==> src/bcu_pkg.sv <==
// Shared types, constants and arithmetic helpers for the barometer compensation unit.
// No dependencies; every other file of the block except bcu_checker imports this package.
`default_nettype none

package bcu_pkg;

   localparam int DUT_W    = 25;
   localparam int OUT_W    = 21;
   localparam int CSR_W    = 20;
   localparam int CSR_IDX_W = 3;

   localparam logic signed [16:0] SQUARE_LIMIT  = 17'sd46340;
   localparam logic signed [16:0] OFFSET_TC_REF = 17'sd1024;
   localparam logic signed [16:0] PRESSURE_BASE = 17'sd7168;
   localparam logic signed [23:0] TEMP_BASE     = 24'sd250;

   localparam logic signed [63:0] OUT_MAX = 64'sd1048575;
   localparam logic signed [63:0] OUT_MIN = -64'sd1048576;

   typedef enum logic [CSR_IDX_W-1:0] {
      REG_SENSITIVITY = 3'd0,
      REG_OFFSET      = 3'd1,
      REG_SENS_TC     = 3'd2,
      REG_OFFSET_TC   = 3'd3,
      REG_REF_TEMP    = 3'd4,
      REG_TEMP_TC     = 3'd5,
      REG_FINE_OFFSET = 3'd6,
      REG_SHAPE       = 3'd7
   } reg_index_type;

   typedef struct packed {
      logic [15:0] sensitivity;
      logic [15:0] offset;
      logic [15:0] sens_tc;
      logic [15:0] offset_tc;
      logic [15:0] ref_temp;
      logic [15:0] temp_tc;
      logic [15:0] fine_offset;
      logic [5:0]  shape_a;
      logic [5:0]  shape_b;
      logic [3:0]  shape_c;
      logic [3:0]  shape_d;
      logic        bad;
   } cfg_type;

   typedef struct packed {
      logic                    valid;
      logic signed [DUT_W-1:0] dut;
      logic [15:0]             d1;
   } dut_beat_type;

   // signed shift that rounds toward zero
   function automatic logic signed [63:0] tdiv_pow2(input logic signed [63:0] x,
                                                    input logic [5:0] k);
      logic signed [63:0] bias;
      bias = x[63] ? ((64'sd1 <<< k) - 64'sd1) : 64'sd0;
      return (x + bias) >>> k;
   endfunction

   function automatic logic fits_int32(input logic signed [63:0] p);
      return (p >= -64'sd2147483648) && (p <= 64'sd2147483647);
   endfunction

   function automatic logic signed [OUT_W-1:0] sat_out(input logic signed [63:0] v);
      logic signed [63:0] c;
      c = v;
      if (c > OUT_MAX) c = OUT_MAX;
      if (c < OUT_MIN) c = OUT_MIN;
      return c[OUT_W-1:0];
   endfunction

endpackage

`default_nettype wire

==> src/bcu_dut_pipe.sv <==
// Four-stage front pipe: temperature distance, second-order correction, corrected dT.
// Depends on bcu_pkg.
`default_nettype none

module bcu_dut_pipe (
   input  logic                  clock,
   input  logic                  reset,
   input  logic                  advance,
   input  logic                  in_valid,
   input  logic [15:0]           raw_temperature,
   input  logic [15:0]           raw_pressure,
   input  bcu_pkg::cfg_type      cfg,
   output bcu_pkg::dut_beat_type beat_out
);
   import bcu_pkg::*;

   // stage 1: distance to reference, factor choice, square range
   logic signed [16:0] dist_in, dist1_ff;
   logic [5:0]         fac_in, fac1_ff;
   logic               small_in, small1_ff;
   logic [15:0]        d1_1_ff;
   logic               vld1_ff;

   // stage 2: square and factor products
   logic signed [33:0] sq_full;
   logic [30:0]        sq_in, sq2_ff;
   logic signed [23:0] df_in, df2_ff;
   logic signed [16:0] dist2_ff;
   logic [5:0]         fac2_ff;
   logic               small2_ff;
   logic [15:0]        d1_2_ff;
   logic               vld2_ff;

   // stage 3: second product
   logic [23:0]        sq_q;
   logic signed [16:0] df_q;
   logic signed [24:0] opa;
   logic signed [17:0] opb;
   logic signed [42:0] prod;
   logic [30:0]        term_in, term3_ff;
   logic signed [16:0] dist3_ff;
   logic [15:0]        d1_3_ff;
   logic               vld3_ff;

   // stage 4: scale and subtract
   logic [4:0]              shift;
   logic [30:0]             term;
   logic signed [DUT_W-1:0] dut_in, dut4_ff;
   logic [15:0]             d1_4_ff;
   logic                    vld4_ff;

   always_comb begin
      dist_in  = signed'({1'b0, raw_temperature}) - signed'({1'b0, cfg.ref_temp});
      fac_in   = (raw_temperature < cfg.ref_temp) ? cfg.shape_b : cfg.shape_a;
      small_in = (dist_in >= -SQUARE_LIMIT) && (dist_in <= SQUARE_LIMIT);
   end

   always_ff @(posedge clock) begin
      if (reset) vld1_ff <= 1'b0;
      else if (advance) vld1_ff <= in_valid;
   end

   always_ff @(posedge clock) begin
      if (advance) begin
         dist1_ff  <= dist_in;
         fac1_ff   <= fac_in;
         small1_ff <= small_in;
         d1_1_ff   <= raw_pressure;
      end
   end

   always_comb begin
      sq_full = dist1_ff * dist1_ff;
      sq_in   = sq_full[30:0];
      df_in   = dist1_ff * signed'({1'b0, fac1_ff});
   end

   always_ff @(posedge clock) begin
      if (reset) vld2_ff <= 1'b0;
      else if (advance) vld2_ff <= vld1_ff;
   end

   always_ff @(posedge clock) begin
      if (advance) begin
         sq2_ff    <= sq_in;
         df2_ff    <= df_in;
         dist2_ff  <= dist1_ff;
         fac2_ff   <= fac1_ff;
         small2_ff <= small1_ff;
         d1_2_ff   <= d1_1_ff;
      end
   end

   // square fits 32 bits: divide the square, then scale by factor;
   // otherwise divide distance times factor, then scale by distance
   always_comb begin
      sq_q    = sq2_ff[30:7];
      df_q    = 17'(tdiv_pow2(64'(df2_ff), 6'd7));
      opa     = small2_ff ? signed'({1'b0, sq_q}) : 25'(df_q);
      opb     = small2_ff ? signed'({12'd0, fac2_ff}) : 18'(dist2_ff);
      prod    = opa * opb;
      term_in = prod[30:0];
   end

   always_ff @(posedge clock) begin
      if (reset) vld3_ff <= 1'b0;
      else if (advance) vld3_ff <= vld2_ff;
   end

   always_ff @(posedge clock) begin
      if (advance) begin
         term3_ff <= term_in;
         dist3_ff <= dist2_ff;
         d1_3_ff  <= d1_2_ff;
      end
   end

   always_comb begin
      shift  = {1'b0, cfg.shape_c} + 5'd7;
      term   = term3_ff >> shift;
      dut_in = 25'(dist3_ff) - signed'({1'b0, term[23:0]});
   end

   always_ff @(posedge clock) begin
      if (reset) vld4_ff <= 1'b0;
      else if (advance) vld4_ff <= vld3_ff;
   end

   always_ff @(posedge clock) begin
      if (advance) begin
         dut4_ff <= dut_in;
         d1_4_ff <= d1_3_ff;
      end
   end

   assign beat_out.valid = vld4_ff;
   assign beat_out.dut   = dut4_ff;
   assign beat_out.d1    = d1_4_ff;

endmodule

`default_nettype wire

==> config.mk <==
export PLATFORM = sky130hd
export DESIGN_NAME = bcu_dut_pipe
export DESIGN_NICKNAME = d
export VERILOG_FILES = /design/src/bcu_pkg.sv /design/src/bcu_dut_pipe.sv
export SDC_FILE = /design/constraint.sdc
export NUM_CORES = 2
export LEC_CHECK = 0
export BUFFER_PORTS_ARGS = -buffer_cell sky130_fd_sc_hd__buf_2
export CAP_MARGIN = 25
export CORE_MARGIN = 5
export CORE_UTILIZATION = 25
export DETAILED_ROUTE_END_ITERATION = 7
export PLACE_DENSITY = 0.47
export REMOVE_ABC_BUFFERS = 1
export SYNTH_ARGS = -nofsm -noshare
export SYNTH_HDL_FRONTEND = slang
export SYNTH_SLANG_ARGS = --single-unit
==> constraint.sdc <==
create_clock -name clock -period 9.5 [get_ports clock]
set_input_delay 2.85 -clock clock [delete_from_list [all_inputs] [get_ports clock]]
set_output_delay 2.85 -clock clock [all_outputs]
set_load 0.01 [all_outputs]
==> summary.md <==
| Metric | Value |
|---|---|
| Status | completed |
| RSZ-0062 raised after global routing | false |
| Post-synthesis simple-gate area fraction | between 10% and 20% |
| Post-synth EDFFs | around 230 |
| Mux cell area share after synthesis | under 10% |
| Starting Density | roughly a quarter |
| Util after Layout | 28.07% |
| Synthesis-to-layout area growth | 11.44% |
| CTS tree | yes |
| Avg Synthesized Cell Area | about 10 sq um |
| Die area | ~150,000 sq um |
| Pre-CTS WS | around 0.51 ns |
| Kind of end point of the critical path | register |
| Top cell type by total area after synthesis | fa_1 |
| Max Fclk | about 110 MHz |
| Longest Clk Path Bufs | 3 |
| Post-synthesis sequential area ratio | 19.80% |
| Largest family of logic cells by synthesized area | adder cells |
| Placeable core area | 137,700 sq um |
| Crit path time final | slightly below 9 ns |
| Post-synthesis xor/xnor area fraction | 4.369% |
| WHS Path Cells | 0 |
| CTS Buf Count | 29 |
| Slew @ Worst Pin | 1.068 ns |
| Layout cell share with drive strength beyond 1 | 7.979% |
| Tightest slew margin relative to the limit | around 29% |
| DP HPWL | about 70 mm |
| WP data arrival | 9.21 ns |
| Synth Area in Compound Gates | roughly 5% |
| Crit Reg-Reg Endpoint | term3_ff[30] |
| # nets final | 4,640 |
| Clock root buffer master | clkbuf_16 |
| R2R depth | 31 |
| Crit start category | register |
| Routed via count | 22,580 |
| Reg2reg setup slack | between 0.6 and 0.7 ns |
| FILL cells | ~14,000 |
| # clock sinks | 230 |
| Grt ovf | 0 |
| Initial antenna violation count | 7 |
| Top-Level Pins | around 210 |
| Most frequent cell on the critical path | fa_1 |
| Crit share post-route | 93.51% |
| Worst Skew | between 0.015 and 0.02 ns |
| Hold_sp | d1_2_ff[2] |
| Post-synth top area share | between 30 and 40% |
| Critical-path maximum fanout | 11 |
| Worst Path Required | between 9 and 10 ns |
| Clk pin slew, worst setup/hold paths | 0.06 ns |
| Worst skew pair latency | roughly 0.60 ns |
| Rows | 136 |
| Main area contributors after synthesis | fa_1 (37%), edfxtp_1 (20%), ha_1 (9.4%) |
| Maximum number of pins on one net before global-route repair | 141 |
| WL final | between 80 and 90 mm |
| Final setup vio count | 0 |
| Syn Inst Count | approximately 3,500 |
| Design area | ~39,000 sq um |
| Resized cells post-CTS | 0 |
| Hold_buf cts | 0 |
| Vias in the first global route | about 25,000 |
| Predominant post-synthesis flop cell | edfxtp_1 |
| Number of port buffers | 109 |
| Routability cong. | 0.8622 |
| First-pass GRT wire length | 136.1 mm |
| Antenna viol nets, final | 0 |
| Wire per inst | approximately 16 um |
| Critical path class | register to register |
| Worst min path class | register to register |
| Fraction of registers with async set/reset | 0% |
| Yosys warnings | 0 |
| Hold endpoint | d1_3_ff[2] |
| Slowest stage cell on the critical path | edfxtp_1 |
| Synth cell types | 73 |
| Area post-placement | 37,550 sq um |
| Setup_tns | 0 ns |
| Detailed Routing Iterations Pass 1 | 5 |
| DRC errors left | 0 |
| Die width | 382.5 um |
| Final Hold Vio Count | 0 |
| #FFs+latches synth | 230 |
| Synthesized area | between 30,000 and 40,000 sq um |
| Final worst-path setup slack | approximately 0.62 ns |
| Synth Area in Adders | 46.05% |
| Max cap viols | 0 |
| DRT iter0 DRCs | ~800 |
| Max Slew Vio Count | 0 |
| Total setup buffers inserted after CTS | 0 |
| Htree depth | 1 |
| Total GRT Usage | 11.67% |
| Launch point of the worst reg-to-reg path | df2_ff[23] |
| Routed vias/inst | roughly 4.2 |
| CP peak stage delay | 0.62 ns |
| Die height | roughly 380 um |
==> kinds of logic after synthesis <==
family | after synthesis
xor gates and xnor gates | 173
AOI/OAI and AO/OA | 267
adders and majority gates | 896
DFF | 230
buffers and inverters | 903
and+or+nand+nor | 945
muxes | 64
==> final cells by class <==
class                   count  area, sq um  share of cell area (%)
diodes                      1        2.502                0.006475
clock buffers              30        729.5                   1.887
clock inverters            22        299.0                  0.7737
inverters                 796         2988                   7.731
multi-input cells        2345        24420                   63.19
flip-flops and latches    230         6867                   17.77
well taps                1794         2245                   5.808
repair buffers            174         1096                   2.836
==> cell usage after synthesis (all sizes together), types with 6 or more instances <==
cell and number:
mux2 21, a21boi 10, xnor2 124, buf 16
nand2 395, or3 7, nand2b 31, mux4 10
a31oi 6, inv 794, a211oi 12, and2 160
fa 634, or2 11, o21bai 9, nor3 15
clkbuf 91, edfxtp 226, nand3 23, and3 35
a21o 30, ha 261, nand4 11, mux2i 33
nor2b 31, o21a 23, a21oi 89, nor2 210
o21ai 61, xor2 49
==> stage by stage <==
step           instances  hold WS (ns)
2_1_floorplan       3371        0.4003
6_report            5392        0.4138
4_1_cts             5388        0.4139
3_5_place_dp        5336        0.4045
5_1_grt             5391        0.4188
3_3_place_gp        5336        0.4005
==> per-layer routing <==
| metal | part of all wire, % | track usage, % | up-vias |
|---|---|---|---|
| met1 | 47 | 15.86 | 11240 |
| met3 | 4.1 | 1.632 | 81 |
| met4 | 2.4 | 2.628 | 0 |
| li1 | - | - | 10860 |
| met5 | 0 | 0 | - |
| met2 | 47 | 19.80 | 401 |
==> cell usage in the layout, fill, tap and decap left out, types with 7 or more instances in the layout <==
| cell type | netlist | layout |
|---|---|---|
| xnor2_1 | 124 | 123 |
| nand4_1 | 10 | 10 |
| inv_1 | 794 | 793 |
| nand3_1 | 23 | 23 |
| buf_4 | 1 | 62 |
| a21oi_1 | 84 | 84 |
| nor3_1 | 14 | 14 |
| o21ai_0 | 52 | 52 |
| mux2i_1 | 33 | 33 |
| ha_1 | 261 | 261 |
| edfxtp_1 | 226 | 226 |
| o21ai_1 | 9 | 9 |
| nor2b_1 | 30 | 30 |
| nand2_1 | 395 | 395 |
| o21bai_1 | 8 | 8 |
| nor2_1 | 210 | 210 |
| fa_1 | 634 | 634 |
| a21o_1 | 30 | 30 |
| nand2b_1 | 30 | 30 |
| o21a_1 | 23 | 23 |
| xor2_1 | 49 | 49 |
| a211oi_1 | 11 | 11 |
| and3_1 | 35 | 35 |
| a21boi_0 | 7 | 7 |
| clkbuf_16 | 0 | 29 |
| mux2_2 | 21 | 21 |
| buf_2 | 4 | 108 |
| mux4_2 | 10 | 10 |
| and2_1 | 159 | 159 |
| or2_2 | 9 | 9 |
| or3_1 | 7 | 7 |
==> flip-flops by register name, indices dropped and copies added (netlist names) <==
name / flops
dut4_ff: 25
sq2_ff: 25
df2_ff: 24
term3_ff: 24
dist1_ff: 17
dist3_ff: 17
d1_1_ff: 16
d1_2_ff: 16
d1_3_ff: 16
d1_4_ff: 16
dist2_ff: 16
fac1_ff: 6
fac2_ff: 6
small1_ff: 1
small2_ff: 1
vld1_ff: 1
vld2_ff: 1
vld3_ff: 1
vld4_ff: 1
==> worst max path at each step <==
stage / depth (start not counted) / to / start
final: 31 / term3_ff[30] / df2_ff[23]
after global routing: 32 / term3_ff[30] / df2_ff[23]
after CTS: 31 / term3_ff[30] / df2_ff[23]
after detailed placement: 31 / term3_ff[30] / df2_ff[23]
after global placement: 31 / term3_ff[30] / df2_ff[23]
after floorplan: 29 / term3_ff[30] / df2_ff[23]
==> worst max-delay path: cells and delay by family (launching register included) <==
| kind | cells | cell delay (ns) |
|---|---|---|
| compound gates | 12 | 2.68 |
| flops | 1 | 0.62 |
| buf+inv | 4 | 0.21 |
| simple gates | 5 | 0.88 |
| xor+xnor | 2 | 0.42 |
| fa+ha+maj | 8 | 3.82 |
Power is not shown: default switching activity piles up to over one toggle a cycle in this logic, so the estimate is an artifact.
