`src/bcu_pkg.sv`:
```
// Shared types, constants and arithmetic helpers for the barometer compensation unit.
// No dependencies; every other file of the block except bcu_checker imports this package.
`default_nettype none

package bcu_pkg;

   localparam int DUT_W    = 25;
   localparam int OUT_W    = 21;
   localparam int CSR_W    = 20;
   localparam int CSR_IDX_W = 3;

   localparam logic signed [16:0] SQUARE_LIMIT  = 17'sd46340;
   localparam logic signed [16:0] OFFSET_TC_REF = 17'sd1024;
   localparam logic signed [16:0] PRESSURE_BASE = 17'sd7168;
   localparam logic signed [23:0] TEMP_BASE     = 24'sd250;

   localparam logic signed [63:0] OUT_MAX = 64'sd1048575;
   localparam logic signed [63:0] OUT_MIN = -64'sd1048576;

   typedef enum logic [CSR_IDX_W-1:0] {
      REG_SENSITIVITY = 3'd0,
      REG_OFFSET      = 3'd1,
      REG_SENS_TC     = 3'd2,
      REG_OFFSET_TC   = 3'd3,
      REG_REF_TEMP    = 3'd4,
      REG_TEMP_TC     = 3'd5,
      REG_FINE_OFFSET = 3'd6,
      REG_SHAPE       = 3'd7
   } reg_index_type;

   typedef struct packed {
      logic [15:0] sensitivity;
      logic [15:0] offset;
      logic [15:0] sens_tc;
      logic [15:0] offset_tc;
      logic [15:0] ref_temp;
      logic [15:0] temp_tc;
      logic [15:0] fine_offset;
      logic [5:0]  shape_a;
      logic [5:0]  shape_b;
      logic [3:0]  shape_c;
      logic [3:0]  shape_d;
      logic        bad;
   } cfg_type;

   typedef struct packed {
      logic                    valid;
      logic signed [DUT_W-1:0] dut;
      logic [15:0]             d1;
   } dut_beat_type;

   // signed shift that rounds toward zero
   function automatic logic signed [63:0] tdiv_pow2(input logic signed [63:0] x,
                                                    input logic [5:0] k);
      logic signed [63:0] bias;
      bias = x[63] ? ((64'sd1 <<< k) - 64'sd1) : 64'sd0;
      return (x + bias) >>> k;
   endfunction

   function automatic logic fits_int32(input logic signed [63:0] p);
      return (p >= -64'sd2147483648) && (p <= 64'sd2147483647);
   endfunction

   function automatic logic signed [OUT_W-1:0] sat_out(input logic signed [63:0] v);
      logic signed [63:0] c;
      c = v;
      if (c > OUT_MAX) c = OUT_MAX;
      if (c < OUT_MIN) c = OUT_MIN;
      return c[OUT_W-1:0];
   endfunction

endpackage

`default_nettype wire

```
`src/bcu_csr.sv`:
```
// Calibration and shape registers with the range check that drives status.
// Depends on bcu_pkg.
`default_nettype none

module bcu_csr (
   input  logic                           clock,
   input  logic                           reset,
   input  logic                           csr_wr_en,
   input  logic [bcu_pkg::CSR_IDX_W-1:0]  csr_index,
   input  logic [bcu_pkg::CSR_W-1:0]      csr_wdata,
   output bcu_pkg::cfg_type               cfg
);
   import bcu_pkg::*;

   localparam logic [15:0] SensMin   = 16'h0100;
   localparam logic [15:0] OffsetMax = 16'h1FFF;
   localparam logic [15:0] SensTcMax = 16'h0400;
   localparam logic [15:0] OffTcMax  = 16'h1000;
   localparam logic [15:0] RefMin    = 16'h1000;
   localparam logic [15:0] TempTcMax = 16'h4000;
   localparam logic [15:0] FineMin   = 16'h0960;
   localparam logic [15:0] FineMax   = 16'h0A28;

   logic [15:0] c1_ff, c2_ff, c3_ff, c4_ff, c5_ff, c6_ff, c7_ff;
   logic [19:0] shape_ff;

   always_ff @(posedge clock) begin
      if (reset) begin
         c1_ff    <= '0;
         c2_ff    <= '0;
         c3_ff    <= '0;
         c4_ff    <= '0;
         c5_ff    <= '0;
         c6_ff    <= '0;
         c7_ff    <= '0;
         shape_ff <= '0;
      end else if (csr_wr_en) begin
         case (reg_index_type'(csr_index))
            REG_SENSITIVITY: c1_ff    <= csr_wdata[15:0];
            REG_OFFSET:      c2_ff    <= csr_wdata[15:0];
            REG_SENS_TC:     c3_ff    <= csr_wdata[15:0];
            REG_OFFSET_TC:   c4_ff    <= csr_wdata[15:0];
            REG_REF_TEMP:    c5_ff    <= csr_wdata[15:0];
            REG_TEMP_TC:     c6_ff    <= csr_wdata[15:0];
            REG_FINE_OFFSET: c7_ff    <= csr_wdata[15:0];
            REG_SHAPE:       shape_ff <= csr_wdata;
            default:         shape_ff <= shape_ff;
         endcase
      end
   end

   always_comb begin
      cfg.sensitivity = c1_ff;
      cfg.offset      = c2_ff;
      cfg.sens_tc     = c3_ff;
      cfg.offset_tc   = c4_ff;
      cfg.ref_temp    = c5_ff;
      cfg.temp_tc     = c6_ff;
      cfg.fine_offset = c7_ff;
      cfg.shape_a     = shape_ff[5:0];
      cfg.shape_b     = shape_ff[11:6];
      cfg.shape_c     = shape_ff[15:12];
      cfg.shape_d     = shape_ff[19:16];
      cfg.bad = (c1_ff < SensMin) || (c2_ff > OffsetMax) || (c3_ff > SensTcMax) ||
                (c4_ff > OffTcMax) || (c5_ff < RefMin) || (c6_ff > TempTcMax) ||
                (c7_ff < FineMin) || (c7_ff > FineMax) ||
                (shape_ff[5:0] == 6'd0) || (shape_ff[11:6] == 6'd0) ||
                (shape_ff[15:12] == 4'd0) || (shape_ff[19:16] == 4'd0);
   end

endmodule

`default_nettype wire

```
`config.mk`:
```
export PLATFORM = sky130hd
export DESIGN_NAME = bcu_csr
export DESIGN_NICKNAME = d
export VERILOG_FILES = /design/src/bcu_pkg.sv /design/src/bcu_csr.sv
export SDC_FILE = /design/constraint.sdc
export NUM_CORES = 1
export LEC_CHECK = 0
export ABC_AREA = 0
export BUFFER_PORTS_ARGS = -buffer_cell sky130_fd_sc_hd__clkbuf_2
export CORE_MARGIN = 3
export CORE_UTILIZATION = 50
export DETAILED_ROUTE_END_ITERATION = 8
export GPL_TIMING_DRIVEN = 1
export PLACE_DENSITY_LB_ADDON = 0.08
export SETUP_SLACK_MARGIN = 0.15
export SYNTH_ARGS = -nofsm -noshare
export SYNTH_HDL_FRONTEND = slang
export SYNTH_SLANG_ARGS = --single-unit
export TNS_END_PERCENT = 30
```
`constraint.sdc`:
```
create_clock -name clock -period 1.89 [get_ports clock]
set_input_delay 0.378 -clock clock [delete_from_list [all_inputs] [get_ports clock]]
set_output_delay 0.378 -clock clock [all_outputs]
set_load 0.05 [all_outputs]
```
==> results of run 1 <==
cells in the final DEF, fill, tap and decap left out, types with 2 or more instances in the layout:
master                      synthesis  final
sky130_fd_sc_hd__nor4_1            17     12
sky130_fd_sc_hd__nor2_1            10     10
sky130_fd_sc_hd__nor4_2             0      3
sky130_fd_sc_hd__a21oi_1          133    133
sky130_fd_sc_hd__nor2b_1            3      3
sky130_fd_sc_hd__nor3_4             2      2
sky130_fd_sc_hd__nor4_4             0      2
sky130_fd_sc_hd__nand3_1            6      6
sky130_fd_sc_hd__nor2_2             5      5
sky130_fd_sc_hd__clkbuf_16          0     16
sky130_fd_sc_hd__clkbuf_8           0      4
sky130_fd_sc_hd__or4_1              3      2
sky130_fd_sc_hd__clkbuf_2           0    154
sky130_fd_sc_hd__clkinv_4           0      3
sky130_fd_sc_hd__dfxtp_2            0     25
sky130_fd_sc_hd__buf_4              0     89
sky130_fd_sc_hd__nand4_1            3      3
sky130_fd_sc_hd__clkinv_2           0      3
sky130_fd_sc_hd__buf_12             0      2
sky130_fd_sc_hd__bufinv_16          0      4
sky130_fd_sc_hd__nand2_1          271    271
sky130_fd_sc_hd__buf_2             33      2
sky130_fd_sc_hd__nand2b_1           4      4
sky130_fd_sc_hd__dfxtp_4            0      4
sky130_fd_sc_hd__dfxtp_1          132    103
where the power goes:
part / switching (mW) / internal [mW] / total, mW
Sequential: 0.0391 / 2.84 / 2.88
Combinational: 0.506 / 0.197 / 0.702
Clock: 1.22 / 2.22 / 3.44
state kept, by name (all words and copies together) (netlist names):
name      flops
c1_ff        16
c4_ff        16
c5_ff        16
c2_ff        16
shape_ff     20
c7_ff        16
c3_ff        16
c6_ff        16
metal layers:
layer	wire length, um	vias up
met1	6590	2519
met2	8100	255
met5	11	-
li1	-	2581
met4	439	2
met3	1640	36
kinds of logic (layout without fill, tap and decap cells):
kind of cell	after synthesis	in the layout	share of synthesized area, %
DFF	132	132	53.2
and+or+nand+nor	328	328	27.6
AOI/OAI and AO/OA	140	140	14.5
buffers and inverters	51	280	4.69
path summary, 6_finish.rpt:
path / from / endpoint / cells past startpoint
worst min register to register: c5_ff[8]$_SDFFE_PP0P_ / c5_ff[8]$_SDFFE_PP0P_ / 2
worst min-delay path: csr_wdata[19] / shape_ff[19]$_SDFFE_PP0P_ / 3
worst max-delay path: c6_ff[3]$_SDFFE_PP0P_ / cfg[0] / 5
worst max register to register: c3_ff[3]$_SDFFE_PP0P_ / c3_ff[3]$_SDFFE_PP0P_ / 3
stage by stage:
step           cells  util, %
6_report        1009     75.3
5_1_grt         1009     75.3
2_1_floorplan    651        -
4_1_cts         1009     75.1
3_3_place_gp     977     68.0
3_5_place_dp     977     68.0
critical path: cells and delay by family (launching register included):
kind	cells	cell delay [ns]
AOI/OAI and AO/OA	2	0.76
and+or+nand+nor	2	0.43
DFF	1	0.32
buffers and inverters	1	0.22
what timing repair did:
action,4_1_cts,5_1_grt
pin swaps,7,2
resized for setup,9,5
hold endpoints to repair,0,0
cloned,0,0
hold buffers,0,0
endpoints found under the setup margin,1,1
cell type report:
class | count | share of cell area, %
clock inverters | 12 | 2.48
well taps | 129 | 2.27
clock buffers | 20 | 6.25
multi-input cells | 468 | 30.2
flip-flops and latches | 132 | 37.7
repair buffers | 248 | 21.1
==> impl_metrics.ini, run 1 <==
[synthesis]
ys_async_sr_fraction_pct = 0
synth_flop_cell = sky130_fd_sc_hd__dfxtp_1
mapped_cells = 651
synthTopCellsByArea = sky130_fd_sc_hd__dfxtp_1 53%, sky130_fd_sc_hd__nand2_1 20%, sky130_fd_sc_hd__a21oi_1 13%, sky130_fd_sc_hd__buf_2 3.3%, sky130_fd_sc_hd__nor4_1 2.1%
synth.largest_area_cell = sky130_fd_sc_hd__dfxtp_1
mappedNetlistNets = 677
ys_seq_elements = 132
ys_seq_area_share_pct = 53.2
synth_commonest_cells = 271 x sky130_fd_sc_hd__nand2_1, 133 x sky130_fd_sc_hd__a21oi_1, 132 x sky130_fd_sc_hd__dfxtp_1
synth_most_common_cell = sky130_fd_sc_hd__nand2_1
syn_avg_cell_area_um2 = 7.63
synth_cell_area_mm2 = 0.00497
synth.lib_cells_used.distinct = 24
synth-edff-count = 0
ys_warn_count = 0
synth_largest_type_area_fraction_pct = 53.2

[floorplan]
floorplan.die.height_um = 106
design.die.area_mm2 = 0.0112
placement_rows = 35
die-width_um = 106
placeableCoreArea_mm2 = 0.00946
ioPinCount = 159
floorplan.initialDensity_pct = 52.5

[timing]
setup_viol = 1
achievable-frequency_mhz = 378
maxSlewViolCount = 0
layout_setup_ws_ns = -0.752
timing.final.crit_share_pct = 140
timing_hold_violations_final = 0
clock_skew_ns = 0
tightest_slew_ns = 0.536
grt_setup_unrepaired = yes
setup_total_negative_slack_ns = -0.752
max_slew_margin_pct = 64.2
hold_slack_ns = 0.0802
period_needed_ns = 2.64

[clocking]
worst_path_clk_slew_ns = 0.06
postCtsSetupBuffers = 0
clock_sinks = 132
insertion_delay_ns = 0.51
tritoncts_clock_tree = built
cts-buffers-inserted = 17
cts_max_path_buffers = 2
clockRootBuffer = sky130_fd_sc_hd__clkbuf_8
number_of_h_tree_branching_levels = 4

[detailed_routing]
vias = 5393
routed_wirelength_um = 16800
dr.pass1.iters = 5
drtIter0Drc = 346
wl_per_cell_um = 16.6
viasPerCell = 5.34
ant_nets = 0
post-route-drc-count = 0

[global_route]
antenna_found_initial = 1
globalRoute.totalOverflow = 0
maximum_number_of_pins_on_one_net_before_global_route_repair = 51
track_usage_pct = 29.9
grt_pass1_vias = 4962
top_usage_layer = met2
groute.layer.met3.usage_pct = 7.65
globalRouteMet1Util_pct = 38.7
grt_use_met2_pct = 47.6
grt_first_pass_wirelength_um = 26000

[critical_path]
timing.critical_path.slowest_stage_cell = sky130_fd_sc_hd__a222oi_1
worstSetupStartpointType = flop
criticalPathCategory = reg -> out
timing.critical_path.fanout_max = 2
crit_arrival_ns = 2.26
worstSetupEndpointType = output pin
worst-endpoint-required_ns = 1.51
critical_path.max_stage_delay_ns = 0.55
cp_cell_sequence = nor4_2, nand4_1, a222oi_1, o211ai_1, clkbuf_8
internal_reg_to_reg_setup_slack_ns = 1.08

[finish]
finish.instance_area_mm2 = 0.00712
antennaDiodeCount = 0
num-nets-final = 893
seq_area_mm2 = 0.00269
num-fill-cells = 753
final_layout_size_suffix_gt1_share_pct = 36.6
areaGrowthSynthToFinish_pct = 43.4
multi_input_comb_area_mm2 = 0.00215

[placed_design]
post_dp_cell_area_mm2 = 0.00643
post-dp-hpwl_um = 11300
port-buffer-count = 158
preCtsSetupSlack_ns = -0.272
gp_congestion = 0.891

[pwr]
powerDensity_mw_per_mm2 = 985
peakVddDrop_v = 0.000759
static-leakage-power_nw = 3.05
finalPower_mw = 7.02

[flow_run]
max_cap_viol = 0

[outcome]
failed_checks = negative setup slack
outcome = finished with violations

[hold_path]
hold_path_class = in -> reg
(Power assumes the default switching activity.)
==> run 2: changes to the inputs <==
Clock period 1.89 ns to 3 ns, I/O delays scaled along.
==> impl_metrics.ini, run 2 (same netlist as run 1, synthesis figures left out) <==
[critical_path]
worstSetupEndpointType = output pin
crit_arrival_ns = 2.22
cp_cell_sequence = or4_1, a211oi_1, and4_1, o211ai_1, clkbuf_8
cp_num_buf_inv = 1
critPathTopFamily = simple AND/OR/NAND/NOR gates
critical_path.max_stage_delay_ns = 0.51
timing.critical_path.slowest_stage_cell = sky130_fd_sc_hd__or4_1
worstSetupStartpointType = flop
timing.critical_path.fanout_max = 3
worst-endpoint-required_ns = 2.40
criticalPathCategory = reg -> out

[global_route]
grt_pass1_vias = 4524
top_usage_layer = met2
globalRoute.totalOverflow = 0
maximum_number_of_pins_on_one_net_before_global_route_repair = 57
groute.layer.met3.usage_pct = 7.65
globalRouteMet1Util_pct = 35.8
grt_use_met2_pct = 47.1
grt_first_pass_wirelength_um = 24400
antenna_found_initial = 0
track_usage_pct = 28.1

[pwr]
powerDensity_mw_per_mm2 = 660
peakVddDrop_v = 0.000406
finalPower_mw = 4.18
static-leakage-power_nw = 2.53

[floorplan]
die-width_um = 106
placement_rows = 35
floorplan.die.height_um = 106
design.die.area_mm2 = 0.0112
ioPinCount = 159
placeableCoreArea_mm2 = 0.00946
floorplan.initialDensity_pct = 52.5

[clocking]
cts_max_path_buffers = 2
hold_buf_cts = 0
number_of_h_tree_branching_levels = 4
clockRootBuffer = sky130_fd_sc_hd__clkbuf_8
worst_path_clk_slew_ns = 0.06
clock_sinks = 132
cts-buffers-inserted = 17
tritoncts_clock_tree = built
postCtsSetupBuffers = 0
insertion_delay_ns = 0.50

[detailed_routing]
viasPerCell = 5.39
drtIter0Drc = 378
post-route-drc-count = 0
dr.pass1.iters = 6
wl_per_cell_um = 17.2
routed_wirelength_um = 15900
ant_nets = 0
vias = 4982

[timing]
setup_viol = 0
max_slew_margin_pct = 48.5
achievable-frequency_mhz = 354
period_needed_ns = 2.82
clock_skew_ns = 0
setup_total_negative_slack_ns = 0
maxSlewViolCount = 0
timing_hold_violations_final = 0
hold_slack_ns = 0.312
timing.final.crit_share_pct = 94.1
grt_setup_unrepaired = yes
tightest_slew_ns = 0.772

[placed_design]
post-dp-hpwl_um = 10700
port-buffer-count = 158
gp_congestion = 0.897

[finish]
mostFrequentLayoutCells = 271 x sky130_fd_sc_hd__nand2_1, 156 x sky130_fd_sc_hd__clkbuf_2, 133 x sky130_fd_sc_hd__a21oi_1, 132 x sky130_fd_sc_hd__dfxtp_1, 16 x sky130_fd_sc_hd__clkbuf_16
flip_flop_count_of_the_largest_register_after_layout = 20
regMostFlops = shape_ff
antennaDiodeCount = 0
final_layout_size_suffix_gt1_share_pct = 25.9
finalCoreUtilization_pct = 67.0
num-nets-final = 808
most_common_cell_after_layout_fill_and_taps_aside = sky130_fd_sc_hd__nand2_1
num-fill-cells = 807
areaGrowthSynthToFinish_pct = 27.6

[outcome]
outcome = finished, final reports clean

[flow_run]
max_cap_viol = 0

[hold_path]
hold_path_class = in -> reg
## run 2: changes by cell type in the layout (fill, tap and decap cells not counted), sizes merged
| cell | before | now |
|---|---|---|
| bufinv | 4 | 2 |
| inv | 2 | 3 |
| clkinvlp | 0 | 4 |
| buf | 93 | 6 |
| clkinv | 6 | 5 |
## run 2: power by group
part           leakage [nW]  internal (mW)  switching (mW)
sequential             1.07           1.79          0.0288
clock                 0.270           1.19           0.787
combinational          1.19         0.0822           0.300
## run 2: metrics by stage
stage,setup slack [ns],cell area (um2),std cells
6_report,0.178,6340,924
5_1_grt,0.104,6340,924
4_1_cts,0.186,6310,924
3_5_place_dp,0.599,5730,892
3_3_place_gp,0.695,5730,892
2_1_floorplan,0.584,4970,651
## run 2: final timing paths
| kind | end | slack, ns | from | depth (start not counted) |
|---|---|---|---|---|
| max | cfg[0] | 0.18 | c4_ff[13]$_SDFFE_PP0P_ | 5 |
| max reg2reg | c3_ff[2]$_SDFFE_PP0P_ | 2.30 | c3_ff[2]$_SDFFE_PP0P_ | 2 |
| min | shape_ff[18]$_SDFFE_PP0P_ | 0.31 | csr_wdata[18] | 3 |
| min reg2reg | c2_ff[2]$_SDFFE_PP0P_ | 0.46 | c2_ff[2]$_SDFFE_PP0P_ | 2 |
## run 2: metal layers
| layer | routed length [um] | vias to the layer above |
|---|---|---|
| li1 | - | 2408 |
| met1 | 6420 | 2316 |
| met2 | 7780 | 239 |
| met3 | 1440 | 19 |
| met4 | 237 | 0 |
| met5 | 0 | - |
## run 2: layout make-up
class | count | area (um2) | area share [%]
Clock buffer | 18 | 418 | 6.59
Sequential cell | 132 | 2640 | 41.7
Tap cell | 129 | 161 | 2.55
Clock inverter | 14 | 155 | 2.45
Timing Repair Buffer | 163 | 840 | 13.2
Multi-Input combinational cell | 468 | 2120 | 33.5
## run 2: timing repair
item                                    CTS  global route
gates resized for setup                   3             4
endpoints found under the hold margin     0             0
pin swaps                                 1             4
endpoints found under the setup margin    1             1
## run 2: tightest hold or removal path, cell delays in order
cell                       delay (ns)
sky130_fd_sc_hd__clkbuf_2        0.08
sky130_fd_sc_hd__nand2_1         0.05
sky130_fd_sc_hd__a21oi_1         0.05
==> run 3: changes to the inputs <==
Settings changed: CORE_UTILIZATION 50 to 52, CTS_BUF_LIST set to sky130_fd_sc_hd__clkbuf_4 sky130_fd_sc_hd__clkbuf_8.
==> impl_metrics.ini, run 3 (same netlist as run 1, synthesis figures left out) <==
[outcome]
outcome = finished, final reports clean

[global_route]
track_usage_pct = 28.8
globalRoute.totalOverflow = 0
antenna_found_initial = 0
grt_pass1_vias = 4637
grt_first_pass_wirelength_um = 24400
maximum_number_of_pins_on_one_net_before_global_route_repair = 68

[finish]
stdcell_count = 924
most_common_cell_after_layout_fill_and_taps_aside = sky130_fd_sc_hd__nand2_1
areaGrowthSynthToFinish_pct = 24.1
num-nets-final = 808
final_layout_size_suffix_gt1_share_pct = 25.5
finalCoreUtilization_pct = 66.7
mostFrequentLayoutCells = 271 x sky130_fd_sc_hd__nand2_1, 157 x sky130_fd_sc_hd__clkbuf_2, 133 x sky130_fd_sc_hd__a21oi_1, 132 x sky130_fd_sc_hd__dfxtp_1, 18 x sky130_fd_sc_hd__clkbuf_8
num-fill-cells = 869
regMostFlops = shape_ff
finish.instance_area_mm2 = 0.00616
flip_flop_count_of_the_largest_register_after_layout = 20
antennaDiodeCount = 0

[critical_path]
timing.critical_path.slowest_stage_cell = sky130_fd_sc_hd__or4_1
timing.critical_path.fanout_max = 3
cp_cell_sequence = or4_1, nor4_1, and4_1, o211ai_1, clkbuf_2
critical_path.max_stage_delay_ns = 0.55
crit_arrival_ns = 2.08
worstSetupEndpointType = output pin
worstSetupStartpointType = flop
worst-endpoint-required_ns = 2.40
criticalPathCategory = reg -> out

[placed_design]
gp_congestion = 0.857
port-buffer-count = 158
place_inst = 892
post_dp_cell_area_mm2 = 0.00574
post-dp-hpwl_um = 10800
preCtsSetupSlack_ns = 0.746

[floorplan]
floorplan.die.height_um = 104
design.die.area_mm2 = 0.0108
placement_rows = 35
die-width_um = 104
ioPinCount = 159
placeableCoreArea_mm2 = 0.00924
floorplan.initialDensity_pct = 53.7

[timing]
clock_skew_ns = 0
hold_slack_ns = 0.388
timing_hold_violations_final = 0
period_needed_ns = 2.68
max_slew_margin_pct = 51.7
grt_setup_unrepaired = no
setup_total_negative_slack_ns = 0
timing.final.crit_share_pct = 89.4
layout_setup_ws_ns = 0.317
maxSlewViolCount = 0
tightest_slew_ns = 0.724
achievable-frequency_mhz = 373
setup_viol = 0

[clocking]
cts-buffers-inserted = 17
tritoncts_clock_tree = built
postCtsSetupBuffers = 0
clockRootBuffer = sky130_fd_sc_hd__clkbuf_8
clock_sinks = 132
cts_max_path_buffers = 2
hold_buf_cts = 0
number_of_h_tree_branching_levels = 4
insertion_delay_ns = 0.43
worst_path_clk_slew_ns = 0.07

[pwr]
powerDensity_mw_per_mm2 = 610
peakVddDrop_v = 0.000382
finalPower_mw = 3.76
static-leakage-power_nw = 2.47

[detailed_routing]
viasPerCell = 5.38
vias = 4969
ant_nets = 0
routed_wirelength_um = 15600
post-route-drc-count = 0
wl_per_cell_um = 16.9
drtIter0Drc = 300
dr.pass1.iters = 5

[flow_run]
max_cap_viol = 0

[hold_path]
hold_path_class = in -> reg
run 3: cell types whose count changed in the layout (fill, tap and decap cells not counted), moves of 2 or more:
cell | before | now
sky130_fd_sc_hd__clkbuf_16 | 16 | 0
sky130_fd_sc_hd__clkbuf_8 | 2 | 18
sky130_fd_sc_hd__nor4_1 | 12 | 16
sky130_fd_sc_hd__nor4_2 | 5 | 1
sky130_fd_sc_hd__clkbuf_4 | 0 | 2
sky130_fd_sc_hd__clkinvlp_4 | 4 | 2
run 3: path summary, 6_finish.rpt:
| kind | startpoint | end | slack [ns] | cells past startpoint |
|---|---|---|---|---|
| min reg2reg | c5_ff[9]$_SDFFE_PP0P_ | c5_ff[9]$_SDFFE_PP0P_ | 0.46 | 2 |
| min | csr_wdata[18] | shape_ff[18]$_SDFFE_PP0P_ | 0.39 | 3 |
| max | c6_ff[15]$_SDFFE_PP0P_ | cfg[0] | 0.32 | 5 |
| max reg2reg | c4_ff[12]$_SDFFE_PP0P_ | c4_ff[12]$_SDFFE_PP0P_ | 2.28 | 2 |
run 3: area by class of cell:
cell class	count	area (um2)	share of cell area, %
sequential	132	2640	42.9
clock inverter	12	155	2.52
clock buffer	20	263	4.26
timing repair buffer	163	843	13.7
tap	129	161	2.62
multi-input combinational	468	2100	34.0
run 3: power by group:
part,switching [mW],internal (mW)
clock network,0.695,0.864
registers,0.0286,1.79
logic,0.299,0.0829
total,1.02,2.74
run 3: critical path: cells and delay by family (launching register included):
family / cells / cell delay [ns]
flops: 1 / 0.32
buf+inv: 1 / 0.26
simple gates: 3 / 1.01
compound gates: 1 / 0.08
run 3: layer usage:
layer / share of wire [%] / vias up / track usage (%)
met5: 0 / - / 0
met1: 40 / 2303 / 34.7
met2: 48 / 223 / 47.9
met3: 7.8 / 40 / 7.29
met4: 3.4 / 0 / 14.1
li1: - / 2403 / -
run 3: repair_timing:
action                     4_1_cts  5_1_grt
setup endpoints to repair        0        1
hold endpoints to repair         0        0
gates resized for setup          0        1
